[src/hdl/dtq_pkg.sv]
// ----------------------------------------------------------------------------
// dtq_pkg
// shared constants, codes and controller/datapath interface types for the
// deadline timer queue
// ----------------------------------------------------------------------------
package dtq_pkg;

	localparam int unsigned TIMER_SLOTS        = 64;
	localparam int unsigned MAX_FIRES_PER_TICK = 16;
	localparam int unsigned RESULT_LIMIT       = 16;
	localparam int unsigned FIRE_LIMIT         =
		(MAX_FIRES_PER_TICK < RESULT_LIMIT) ? MAX_FIRES_PER_TICK : RESULT_LIMIT;

	localparam int unsigned IDX_W   = $clog2(TIMER_SLOTS);
	localparam int unsigned CNT_W   = $clog2(FIRE_LIMIT + 1);
	localparam int unsigned TIME_W  = 48;
	localparam int unsigned WAIT_W  = 49;
	localparam int unsigned ID_W    = 32;
	localparam int unsigned PER_W   = 32;
	localparam int unsigned ENTRY_W = TIME_W + PER_W + ID_W;

	typedef enum logic [1:0] {
		CMD_SCHED_ABS   = 2'd0,
		CMD_SCHED_DELAY = 2'd1,
		CMD_CANCEL      = 2'd2,
		CMD_TICK        = 2'd3
	} cmd_t;

	typedef enum logic [1:0] {
		STS_OK        = 2'd0,
		STS_FULL      = 2'd1,
		STS_NOT_FOUND = 2'd2
	} status_t;

	typedef enum logic [2:0] {
		ST_IDLE,
		ST_SCAN,
		ST_DECIDE,
		ST_EMIT,
		ST_FIRE
	} state_t;

	// controller to datapath
	typedef struct packed {
		logic load_in;
		logic scan_start;
		logic fire;
		logic out_load;
		logic out_fired;
		logic out_last;
	} ctrl_cmd_t;

	// datapath to controller
	typedef struct packed {
		cmd_t cmd;
		logic scan_busy;
		logic expired;
		logic out_free;
	} dp_status_t;

endpackage

[src/hdl/dtq_ctrl.sv]
// ----------------------------------------------------------------------------
// dtq_ctrl
// command sequencer: scan, decide, fire and result hand-off
// ----------------------------------------------------------------------------
module dtq_ctrl (
	input  logic                clk,
	input  logic                arst_n,
	input  logic                in_valid,
	output logic                in_stall,
	input  dtq_pkg::dp_status_t sts,
	output dtq_pkg::ctrl_cmd_t  ctl
);
	import dtq_pkg::*;

	state_t           state_q, state_nxt;
	logic [CNT_W-1:0] fires_q;
	logic             any_fired, more;

	assign any_fired = (fires_q != '0);
	assign more      = sts.expired && (fires_q < CNT_W'(FIRE_LIMIT));

	always_comb begin
		state_nxt = state_q;
		unique case (state_q)
			ST_IDLE: begin
				if (in_valid) state_nxt = ST_SCAN;
			end
			ST_SCAN: begin
				if (!sts.scan_busy) state_nxt = ST_DECIDE;
			end
			ST_DECIDE: begin
				if ((sts.cmd == CMD_TICK) && !any_fired && sts.expired) begin
					state_nxt = ST_FIRE;
				end else begin
					state_nxt = ST_EMIT;
				end
			end
			ST_EMIT: begin
				if (sts.out_free) begin
					state_nxt = ((sts.cmd == CMD_TICK) && any_fired && more) ? ST_FIRE : ST_IDLE;
				end
			end
			ST_FIRE: begin
				state_nxt = ST_SCAN;
			end
			default: state_nxt = ST_IDLE;
		endcase
	end

	always_comb begin
		ctl            = '0;
		ctl.out_fired  = any_fired;
		ctl.out_last   = !((sts.cmd == CMD_TICK) && any_fired && more);
		unique case (state_q)
			ST_IDLE: begin
				ctl.load_in    = in_valid;
				ctl.scan_start = in_valid;
			end
			ST_EMIT: begin
				ctl.out_load = sts.out_free;
			end
			ST_FIRE: begin
				ctl.fire       = 1'b1;
				ctl.scan_start = 1'b1;
			end
			default: begin
				ctl.load_in = 1'b0;
			end
		endcase
	end

	always_ff @(posedge clk or negedge arst_n) begin
		if (!arst_n) begin
			state_q <= ST_IDLE;
			fires_q <= '0;
		end else begin
			state_q <= state_nxt;
			if ((state_q == ST_IDLE) && in_valid) begin
				fires_q <= '0;
			end else if (state_q == ST_FIRE) begin
				fires_q <= fires_q + 1'b1;
			end
		end
	end

	assign in_stall = (state_q != ST_IDLE);

endmodule

[config.mk]
export PLATFORM = sky130hd
export DESIGN_NAME = dtq_ctrl
export DESIGN_NICKNAME = d
export VERILOG_FILES = /design/src/hdl/dtq_pkg.sv /design/src/hdl/dtq_ctrl.sv
export SDC_FILE = /design/constraint.sdc
export NUM_CORES = 1
export LEC_CHECK = 0
export BUFFER_PORTS_ARGS = -buffer_cell sky130_fd_sc_hd__buf_4
export CAP_MARGIN = 30
export CORE_AREA = 3 3 40 42
export DETAILED_ROUTE_END_ITERATION = 6
export DIE_AREA = 0 0 43 45
export PLACE_DENSITY_LB_ADDON = 0.05
export SLEW_MARGIN = 5
export SYNTH_ARGS = -nofsm -noshare
export SYNTH_HDL_FRONTEND = slang
export SYNTH_SLANG_ARGS = --single-unit
[constraint.sdc]
create_clock -name clk -period 1.3 [get_ports clk]
set_input_delay 0.13 -clock clk [delete_from_list [all_inputs] [get_ports clk]]
set_output_delay 0.13 -clock clk [all_outputs]
set_load 0.02 [all_outputs]
# Yosys cells after proc, flatten, opt, wreduce, memory -nomap -nowiden
# Index checks and enable logic that the tools add are counted.
# Widths: inputs -> output; s select.
# op_classes
addsub,1
magnitude_cmp,1
n_eq_ne,8
muxes,12
n_reduce_logical,13
# op_table
cell,n
$mux 3,5
$pmux 3 s5,1
$mux 5,2
$eq 3x2->1 const B,2
$logic_and 1x1->1,6
$ne 2x2->1 const B,3
$add 5x1->5 const B,1
$lt 5x5->1 const B,1
$reduce_bool 5->1,1
$eq 3x1->1 const B,1
$eq 3x3->1 const B,1
$logic_not 3->1,1
$mux 1,3
$reduce_and 3->1,1
$reduce_bool 3->1,1
$eq 2x2->1 const B,1
$logic_not 1->1,2
$pmux 1 s2,1
$reduce_bool 2->1,1
# word_totals
register_bits,8
out_inout_bits,7
elab_cells,37

# Longest topological paths before layout
# Gate-level depths: netlist of run 1.
# logic_depth
ltp_word,6
mapped_depth,5

# Worst setup path after synthesis of run 1
# No wires, ideal clock.
# synth_path
kind,reg-to-output
startpoint,reg state_q[2]
endpoint,out ctl[5] (netlist bit)
arrival_ns,1.327
slack_ns,-0.157
stages_incl_launch_ff,4
n_path_buf,1
path_cell_list,dfrtp_1 buf_2 or3_1 nor2_1
# synth_rtl
element,line_no,text
"start, declared",dtq_ctrl.sv:15,"state_t state_q, state_nxt;"
"start signal, assigned",dtq_ctrl.sv:77,state_q <= state_nxt;
"end, declared",dtq_ctrl.sv:11,output dtq_pkg::ctrl_cmd_t ctl

==> out/metrics.cfg, run 1 <==
[sta]
setup_ws_ns = -0.305
finalCritPeriodShare_pct = 123
drv_slew = 0
period_needed_ns = 1.61
hold_viol = 0
tightest_slew_ns = 0.257
final.setup_skew_ns = 0.00470
tns_ns = -1.72
timing.fmax_mhz = 623
slew_headroom_pct = 82.6
setup_viol = 12
rsz0062_at_grt = true

[clock_network]
clkLatencyLatePin_ns = 0.26
clock_path_buffers = 2
cts_buffers = 3
clkSinkCount = 8
cts-root-buf = clkbuf_4
clk_pin_slew_ns = 0.06
htreeDepth = 1
cts_tree = done

[global_routing]
track_usage_pct = 19.2
grt_first_pass_wirelength_mm = 2.64
grt_max_degree = 9
grt_overflow_total = 0
grt_pass1_vias = 602
antenna_found_initial = 0

[critical_path]
slowest_stage = or4b_4
cp_max_fo = 2
cp-end-kind = primary output
cp-start-kind = flip-flop
path_class = reg -> out
path_buf_inv = 2
worstSetupPathDepth = 4
cp.required_ns = 1.17
slowest_delay_ns = 0.47
critical_path.cell_chain = inv_2 > ha_4 > or4b_4 > buf_6
path_delay_family = simple AND/OR/NAND/NOR gates
rr_worst_depth = 6
critical_path_arrival_ns = 1.48

[hold_path]
min_path_type = in -> reg
holdPathStages = 2

[final_layout]
area_growth_pct = 96.1
final_nets = 113
fin_area_mm2 = 0.00106
layout_common_cells = 26 x buf_4, 16 x buf_6, 5 x nand2_1, 5 x dfrtp_1
post-route-util_pct = 82.3
insertedDiodeCount = 0
drive_gt1_share_pct = 66.3
final_common_cell = buf_4

[outcome]
status = complete, but fails checks
violations = setup timing

[route]
vias = 588
drc = 0
post_drt_wl_per_cell_um = 13.8
avgViaCountPerCell = 5.07
drt_iter0_drc = 0
drt_wl_total_mm = 1.60
antenna_left = 0
dr.pass1.iters = 1

[placement]
dp_hpwl_um = 923
io_buffers = 14
placed_area_um2 = 742
routabilityCongestion = 0.692

[synth]
synthCells = 59
netlist_area_um2 = 539
syn_avg_cell_area_um2 = 9.14
seq_area_frac_synth_pct = 37.1
ys_seq_elements = 8
yosys_warnings = 0
synth_nets = 69
synth.distinct_cells = 28

[floorplan]
die_h_um = 45
floorplan.die_area_mm2 = 0.00194
coreArea_mm2 = 0.00128
rows = 13
start_util_pct = 42.0
pin_count = 15
die_w_um = 43

[job]
drv_cap = 0

[power_and_ir_drop]
p_leak_nw = 0.486
vdd_drop_max_v = 0.00110
powerDensity_mw_per_mm2 = 1690

-- through the flow --
step           setup slack (ns)  total power [mW]  instances  hold slack (ns)
6_report                 -0.305              1.79        116            0.177
2_1_floorplan           -0.0652             0.816         59           -0.166
3_3_place_gp            -0.0738              1.02         95          -0.0454
5_1_grt                  -0.366              1.91        116            0.165
4_1_cts                  -0.307              1.66        113            0.166
3_5_place_dp             -0.109              1.03         95          -0.0434
-- layer usage --
| metal | routed length (um) | GRT usage, % |
|---|---|---|
| met5 | 0 | 0 |
| met4 | 46 | 11.4 |
| met3 | 90 | 8.37 |
| met2 | 827 | 32.0 |
| met1 | 634 | 20.1 |
-- final timing paths --
path	end	slack [ns]	start
max	ctl[1]	-0.31	fires_q[1]
min	state_q[0]	0.18	in_valid
max reg2reg	state_q[1]	-0.26	fires_q[1]
min reg2reg	state_q[2]	0.57	fires_q[4]
max in group asynchronous	state_q[2]	0.93	arst_n
min in group asynchronous	fires_q[2]	0.22	arst_n
-- flip-flops by register name, summed over array words and instances (netlist names) --
name	cells
state_q	3
fires_q	5
-- power by group --
part / total (mW) / switching, mW / internal (mW)
Sequential: 0.353 / 0.0498 / 0.303
Clock: 0.194 / 0.0882 / 0.106
Combinational: 1.24 / 0.542 / 0.701
Total: 1.79 / 0.680 / 1.11
-- repair_timing --
item,4_1_cts,5_1_grt
endpoints found under the setup margin,12,14
endpoints found under the hold margin,8,0
pin swaps,8,6
cloned,0,0
buffers inserted,15,5
gates resized for setup,27,12
hold buffers,1,0
-- worst reg2reg max path, delay by kind of cell, from the launching register on --
kind | cells | cell delay, ns
adders and majority gates | 1 | 0.13
DFF | 1 | 0.38
buffers and inverters | 2 | 0.24
and+or+nand+nor | 1 | 0.48
AOI/OAI and AO/OA | 2 | 0.21
-- synth_stat cells, drive strengths merged --
cell type  count  share of area [%]
nor2           4                2.8
nand3          3                2.8
nand2          5                3.5
buf            4                5.3
mux2           1                2.1
a2bb2oi        1                1.6
dfrtp          8                 37
or3            3                3.5
a21oi          1               0.93
inv            6                4.2
a22o           3                4.9
o21ai          5                5.3
nor4bb         1                1.9
nor4           1                1.2
nand3b         1                1.4
a211oi         1                1.4
ha             2                4.6
or4b           2                4.4
a221oi         1                1.6
nor3b          3                5.1
xnor2          2                3.2
nand2b         1                1.2
-- layout make-up --
class                           count  area (um^2)
Timing Repair Buffer               43          385
Inverter                            6         22.5
Fill cell                          78          228
Tap cell                           15         18.8
Clock buffer                        3         22.5
Multi-Input combinational cell     41          404
Sequential cell                     8          204
-- kinds of logic (layout without fill, tap and decap cells) --
kind of cell	after synthesis	after routing	synth area share [%]
flops	8	8	37.1
buf+inv	10	52	9.51
compound gates	12	12	15.8
fa+ha+maj	2	2	4.64
xor+xnor	2	2	3.25
mux	1	1	2.09
simple gates	24	24	27.6
No activity file was read; power rests on OpenSTA's default activity.
==> inputs of run 2 (changes only) <==
Clock period 1.3 ns to 1.6 ns, I/O delays scaled along.
==> out/metrics.cfg, run 2 (synthesis gave the netlist of run 1 again) <==
[critical_path]
r2r_slack_ns = 0.04  ; +0.30 ns
critical_path_arrival_ns = 1.46  ; -0.02 ns
cp.required_ns = 1.44  ; +0.27 ns
timing.rr.start = fires_q[0]
rr_worst_depth = 6  ; unchanged
path_class = reg -> out
worstSetupStartpoint = fires_q[0]
cp_max_fo = 3  ; +1
timing.rr.end = state_q[0]
cp-end-kind = primary output
crit_end = ctl[1]
cp-start-kind = flip-flop

[sta]
drv_slew = 0  ; unchanged
timing.fmax_mhz = 617
period_needed_ns = 1.62
setup_viol = 1  ; -11
finalCritPeriodShare_pct = 101
final.setup_skew_ns = 0.00337  ; -0.00133 ns
tightest_slew_ns = 0.330  ; +0.0728 ns
rsz0062_at_grt = true
slew_headroom_pct = 77.9  ; -4.7 points
hold_viol = 0  ; unchanged
setup_ws_ns = -0.0210  ; +0.284 ns
holdWs_ns = 0.214  ; +0.0370 ns

[power_and_ir_drop]
p_leak_nw = 0.367  ; -25%
vdd_drop_max_v = 0.000612  ; -44%
powerDensity_mw_per_mm2 = 1370  ; -19%

[route]
top_layer_used = met3
routed-wl-met2_um = 676  ; -18%
antenna_left = 0  ; unchanged
wl_met3_um = 87  ; -3.3%
post_drt_wl_per_cell_um = 14.0  ; +1.7%
vias = 504  ; -14%
dr.pass1.iters = 4  ; +3
drc = 0  ; unchanged
avgViaCountPerCell = 5.20  ; +2.5%
m1WireLength_um = 596  ; -6.0%
drt_wl_total_mm = 1.36  ; -15%
drt_iter0_drc = 18  ; +18

[global_routing]
grt_overflow_total = 0  ; unchanged
grt_first_pass_wirelength_mm = 2.08  ; -21%
grt_max_degree = 12  ; +3
antenna_found_initial = 0  ; unchanged
track_usage_pct = 14.6  ; -4.6 points
grt_pass1_vias = 491  ; -18%

[clock_network]
cts_buffers = 3  ; unchanged
clkSinkCount = 8  ; unchanged
clkLatencyLatePin_ns = 0.25  ; about the same
cts_tree = done
clk_pin_slew_ns = 0.06  ; about the same
clock_path_buffers = 2  ; unchanged
cts-root-buf = clkbuf_4
htreeDepth = 1  ; unchanged

[floorplan]
pin_count = 15  ; unchanged
coreArea_mm2 = 0.00128  ; unchanged
die_h_um = 45  ; unchanged
die_w_um = 43  ; unchanged
rows = 13  ; unchanged
floorplan.die_area_mm2 = 0.00194  ; unchanged
start_util_pct = 42.0  ; unchanged

[final_layout]
post-route-util_pct = 61.1  ; -21 points
area_growth_pct = 45.7
regMostFlops = fires_q
insertedDiodeCount = 0  ; unchanged
final_common_cell = buf_4
top_regs = fires_q: 5 flops, state_q: 3 flops
layout_common_cells = 21 x buf_4, 5 x nand2_1, 5 x dfrtp_1
fin_area_um2 = 786  ; -26%
largest_reg_flops = 5  ; unchanged
final_nets = 94  ; -17%
drive_gt1_share_pct = 47.6  ; -19 points

[outcome]
status = complete, but fails checks
violations = setup timing

[placement]
routabilityCongestion = 0.752  ; +8.8%
dp_hpwl_um = 875  ; -5.2%
io_buffers = 14  ; unchanged
placed_area_um2 = 642  ; -13%

[hold_path]
min_path_type = in -> reg

[job]
drv_cap = 0  ; unchanged

## run 2: worst min-delay path by stage
stage	from	end	slack, ns	depth (start not counted)
floorplan	arst_n	fires_q[0]	-0.14	0
global placement	arst_n	state_q[1]	-0.01	1
detailed placement	arst_n	fires_q[2]	-0.009	1
CTS	in_valid	state_q[0]	0.20	2
global route	in_valid	state_q[0]	0.19	2
finish	in_valid	state_q[0]	0.21	2
## run 2: worst max-delay path: stages (launching register included)
cell and delay [ns]:
dfrtp_1 0.39, inv_2 0.09, ha_4 0.12, or4b_4 0.46, buf_6 0.15
## run 2: cell type report
cell class	instances	area, um^2
fill	110	499
timing repair buffer	24	190
tap	15	18.8
inverter	6	22.5
clock buffer	3	22.5
sequential	8	204
multi-input combinational	41	328
## run 2: metrics by stage
stage	worst slack (ns)	setup TNS, ns	total power [mW]	cells
after floorplan	0.113	0	0.639	59
after CTS	-0.0189	-0.0269	0.951	92
final	-0.0210	-0.0210	1.07	97
after global placement	0.0958	0	0.732	85
after global routing	-0.0805	-0.185	1.15	97
after detailed placement	0.101	0	0.733	85
## run 2: what timing repair did
item,in CTS,in global routing
setup buffers,3,5
pin swaps,2,1
hold endpoints to repair,8,0
resized for setup,7,7
hold buffers,1,0
setup endpoints to repair,2,6
## run 2: per-layer routing
metal	vias to the layer above	GRT usage, %
met2	15	23.7
met1	233	17.7
met4	0	3.61
met3	0	6.77
li1	256	-
met5	-	0
## run 2: where the power goes
part	switching [mW]	total (mW)	internal, mW
Sequential	0.0829	0.329	0.246
Clock	0.0696	0.155	0.0859
Combinational	0.279	0.589	0.310
Total	0.432	1.07	0.641
==> inputs of run 3 (changes only) <==
Settings changed: MAX_ROUTING_LAYER from default to met4, SETUP_SLACK_MARGIN from default to 0.4.
==> out/metrics.cfg, run 3 (synthesis gave the netlist of run 1 again) <==
[placement]
routabilityCongestion = 0.734  ; -2.5%
dp_slack_ns = 0.160  ; +0.0588 ns
io_buffers = 14  ; unchanged
placed_area_um2 = 669  ; +4.3%
placedCellCount = 84  ; -1.2%
dp_hpwl_um = 866  ; -1.0%

[global_routing]
grt_pass1_vias = 563  ; +15%
antenna_found_initial = 0  ; unchanged
grt_max_degree = 9  ; -3
grt_first_pass_wirelength_mm = 2.77  ; +33%
track_usage_pct = 20.3  ; +5.7 points
grt_overflow_total = 0  ; unchanged

[sta]
period_needed_ns = 1.65  ; +0.0250 ns
rsz0062_at_grt = true
tns_ns = -0.0872  ; -0.0661 ns
drv_slew = 0  ; unchanged
setup_ws_ns = -0.0461  ; -0.0250 ns
timing.fmax_mhz = 608  ; -1.5%
holdWs_ns = 0.191  ; -0.0233 ns
finalCritPeriodShare_pct = 103  ; +1.6 points
hold_viol = 0  ; unchanged
tightest_slew_ns = 0.402  ; +0.0717 ns
setup_viol = 2  ; +1
slew_headroom_pct = 73.1  ; -4.8 points
final.setup_skew_ns = 0.00293  ; -0.000439 ns

[floorplan]
rows = 13  ; unchanged
start_util_pct = 42.0  ; unchanged
die_w_um = 43  ; unchanged
pin_count = 15  ; unchanged
die_h_um = 45  ; unchanged
floorplan.die_area_mm2 = 0.00194  ; unchanged
coreArea_mm2 = 0.00128  ; unchanged

[final_layout]
area_growth_pct = 84.7
fillCellCount = 82  ; -25%
final_nets = 106  ; +13%
largest_reg_flops = 5  ; unchanged
final_common_cell = buf_4
top_regs = fires_q: 5 flops, state_q: 3 flops
fin_area_um2 = 996  ; +27%
post-route-util_pct = 77.5  ; +16 points
regMostFlops = fires_q
drive_gt1_share_pct = 64.9  ; +17 points
insertedDiodeCount = 0  ; unchanged
instances_no_fill = 109  ; +12%
layout_common_cells = 21 x buf_4, 13 x buf_6, 5 x dfrtp_1

[route]
drc = 0  ; unchanged
drt_iter0_drc = 12  ; -6
drt_wl_total_mm = 1.70  ; +25%
avgViaCountPerCell = 5.28  ; +1.7%
post_drt_wl_per_cell_um = 15.6  ; +12%
antenna_left = 0  ; unchanged
vias = 576  ; +14%
dr.pass1.iters = 4  ; unchanged

[clock_network]
clock_path_buffers = 2  ; unchanged
clk_pin_slew_ns = 0.06  ; about the same
clkSinkCount = 8  ; unchanged
htreeDepth = 1  ; unchanged
cts-root-buf = clkbuf_4
clkLatencyLatePin_ns = 0.26  ; about the same
cts_tree = done
cts_buffers = 3  ; unchanged

[critical_path]
cp.required_ns = 1.44  ; about the same
cp_max_fo = 3  ; unchanged
critical_path_arrival_ns = 1.49  ; +0.03 ns
critical_path.cell_chain = inv_2 > ha_4 > nor3b_2 > or3_4 > buf_6
slowest_stage = dfrtp_1
slowest_delay_ns = 0.37  ; -0.09 ns
path_class = reg -> out
cp-start-kind = flip-flop
path_delay_family = simple AND/OR/NAND/NOR gates
path_buf_inv = 2  ; unchanged
cp-end-kind = primary output

[hold_path]
min_path_type = in -> reg

[power_and_ir_drop]
vdd_drop_max_v = 0.000963  ; +57%
powerDensity_mw_per_mm2 = 1460  ; +6.9%
power_mw = 1.45  ; +35%
p_leak_nw = 0.445  ; +21%

[outcome]
violations = setup timing
status = complete, but fails checks

[job]
drv_cap = 0  ; unchanged

==> run 3: cell count changes in the layout (fill, tap and decap cells not counted), sizes merged <==
cell	delta
buf	+12
==> run 3: area by class of cell <==
type | instances | area [um^2] | area share (%)
clock buffers | 3 | 22.5 | 2.26
inverters | 6 | 22.5 | 2.26
multi-input cells | 41 | 394 | 39.6
flip-flops and latches | 8 | 204 | 20.5
well taps | 15 | 18.8 | 1.88
repair buffers | 36 | 334 | 33.5
==> run 3: worst paths after layout <==
path / cells after the start / end / slack [ns] / startpoint
worst max register to register: 6 / state_q[0] / 0.03 / fires_q[0]
max in group asynchronous: 2 / state_q[0] / 1.20 / arst_n
worst min register to register: 1 / state_q[2] / 0.55 / fires_q[4]
min in group asynchronous: 2 / fires_q[3] / 0.25 / arst_n
worst min-delay path: 2 / state_q[0] / 0.19 / in_valid
worst max-delay path: 5 / ctl[0] / -0.05 / fires_q[0]
==> run 3: power by group <==
| group | switching, mW | total (mW) | internal [mW] |
|---|---|---|---|
| logic | 0.451 | 1.00 | 0.549 |
| clock network | 0.0748 | 0.161 | 0.0863 |
| registers | 0.0468 | 0.293 | 0.246 |
==> run 3: per-layer routing <==
metal	global-route usage, %	wire length, um
met5	-	0
met4	7.23	39
met3	5.98	98
met2	29.3	810
met1	27.0	756
==> run 3: repair_timing <==
action	CTS	global route
pin swaps	9	3
buffers inserted	17	4
hold buffers	1	0
setup endpoints to repair	15	15
resized for setup	23	9
endpoints found under the hold margin	8	0
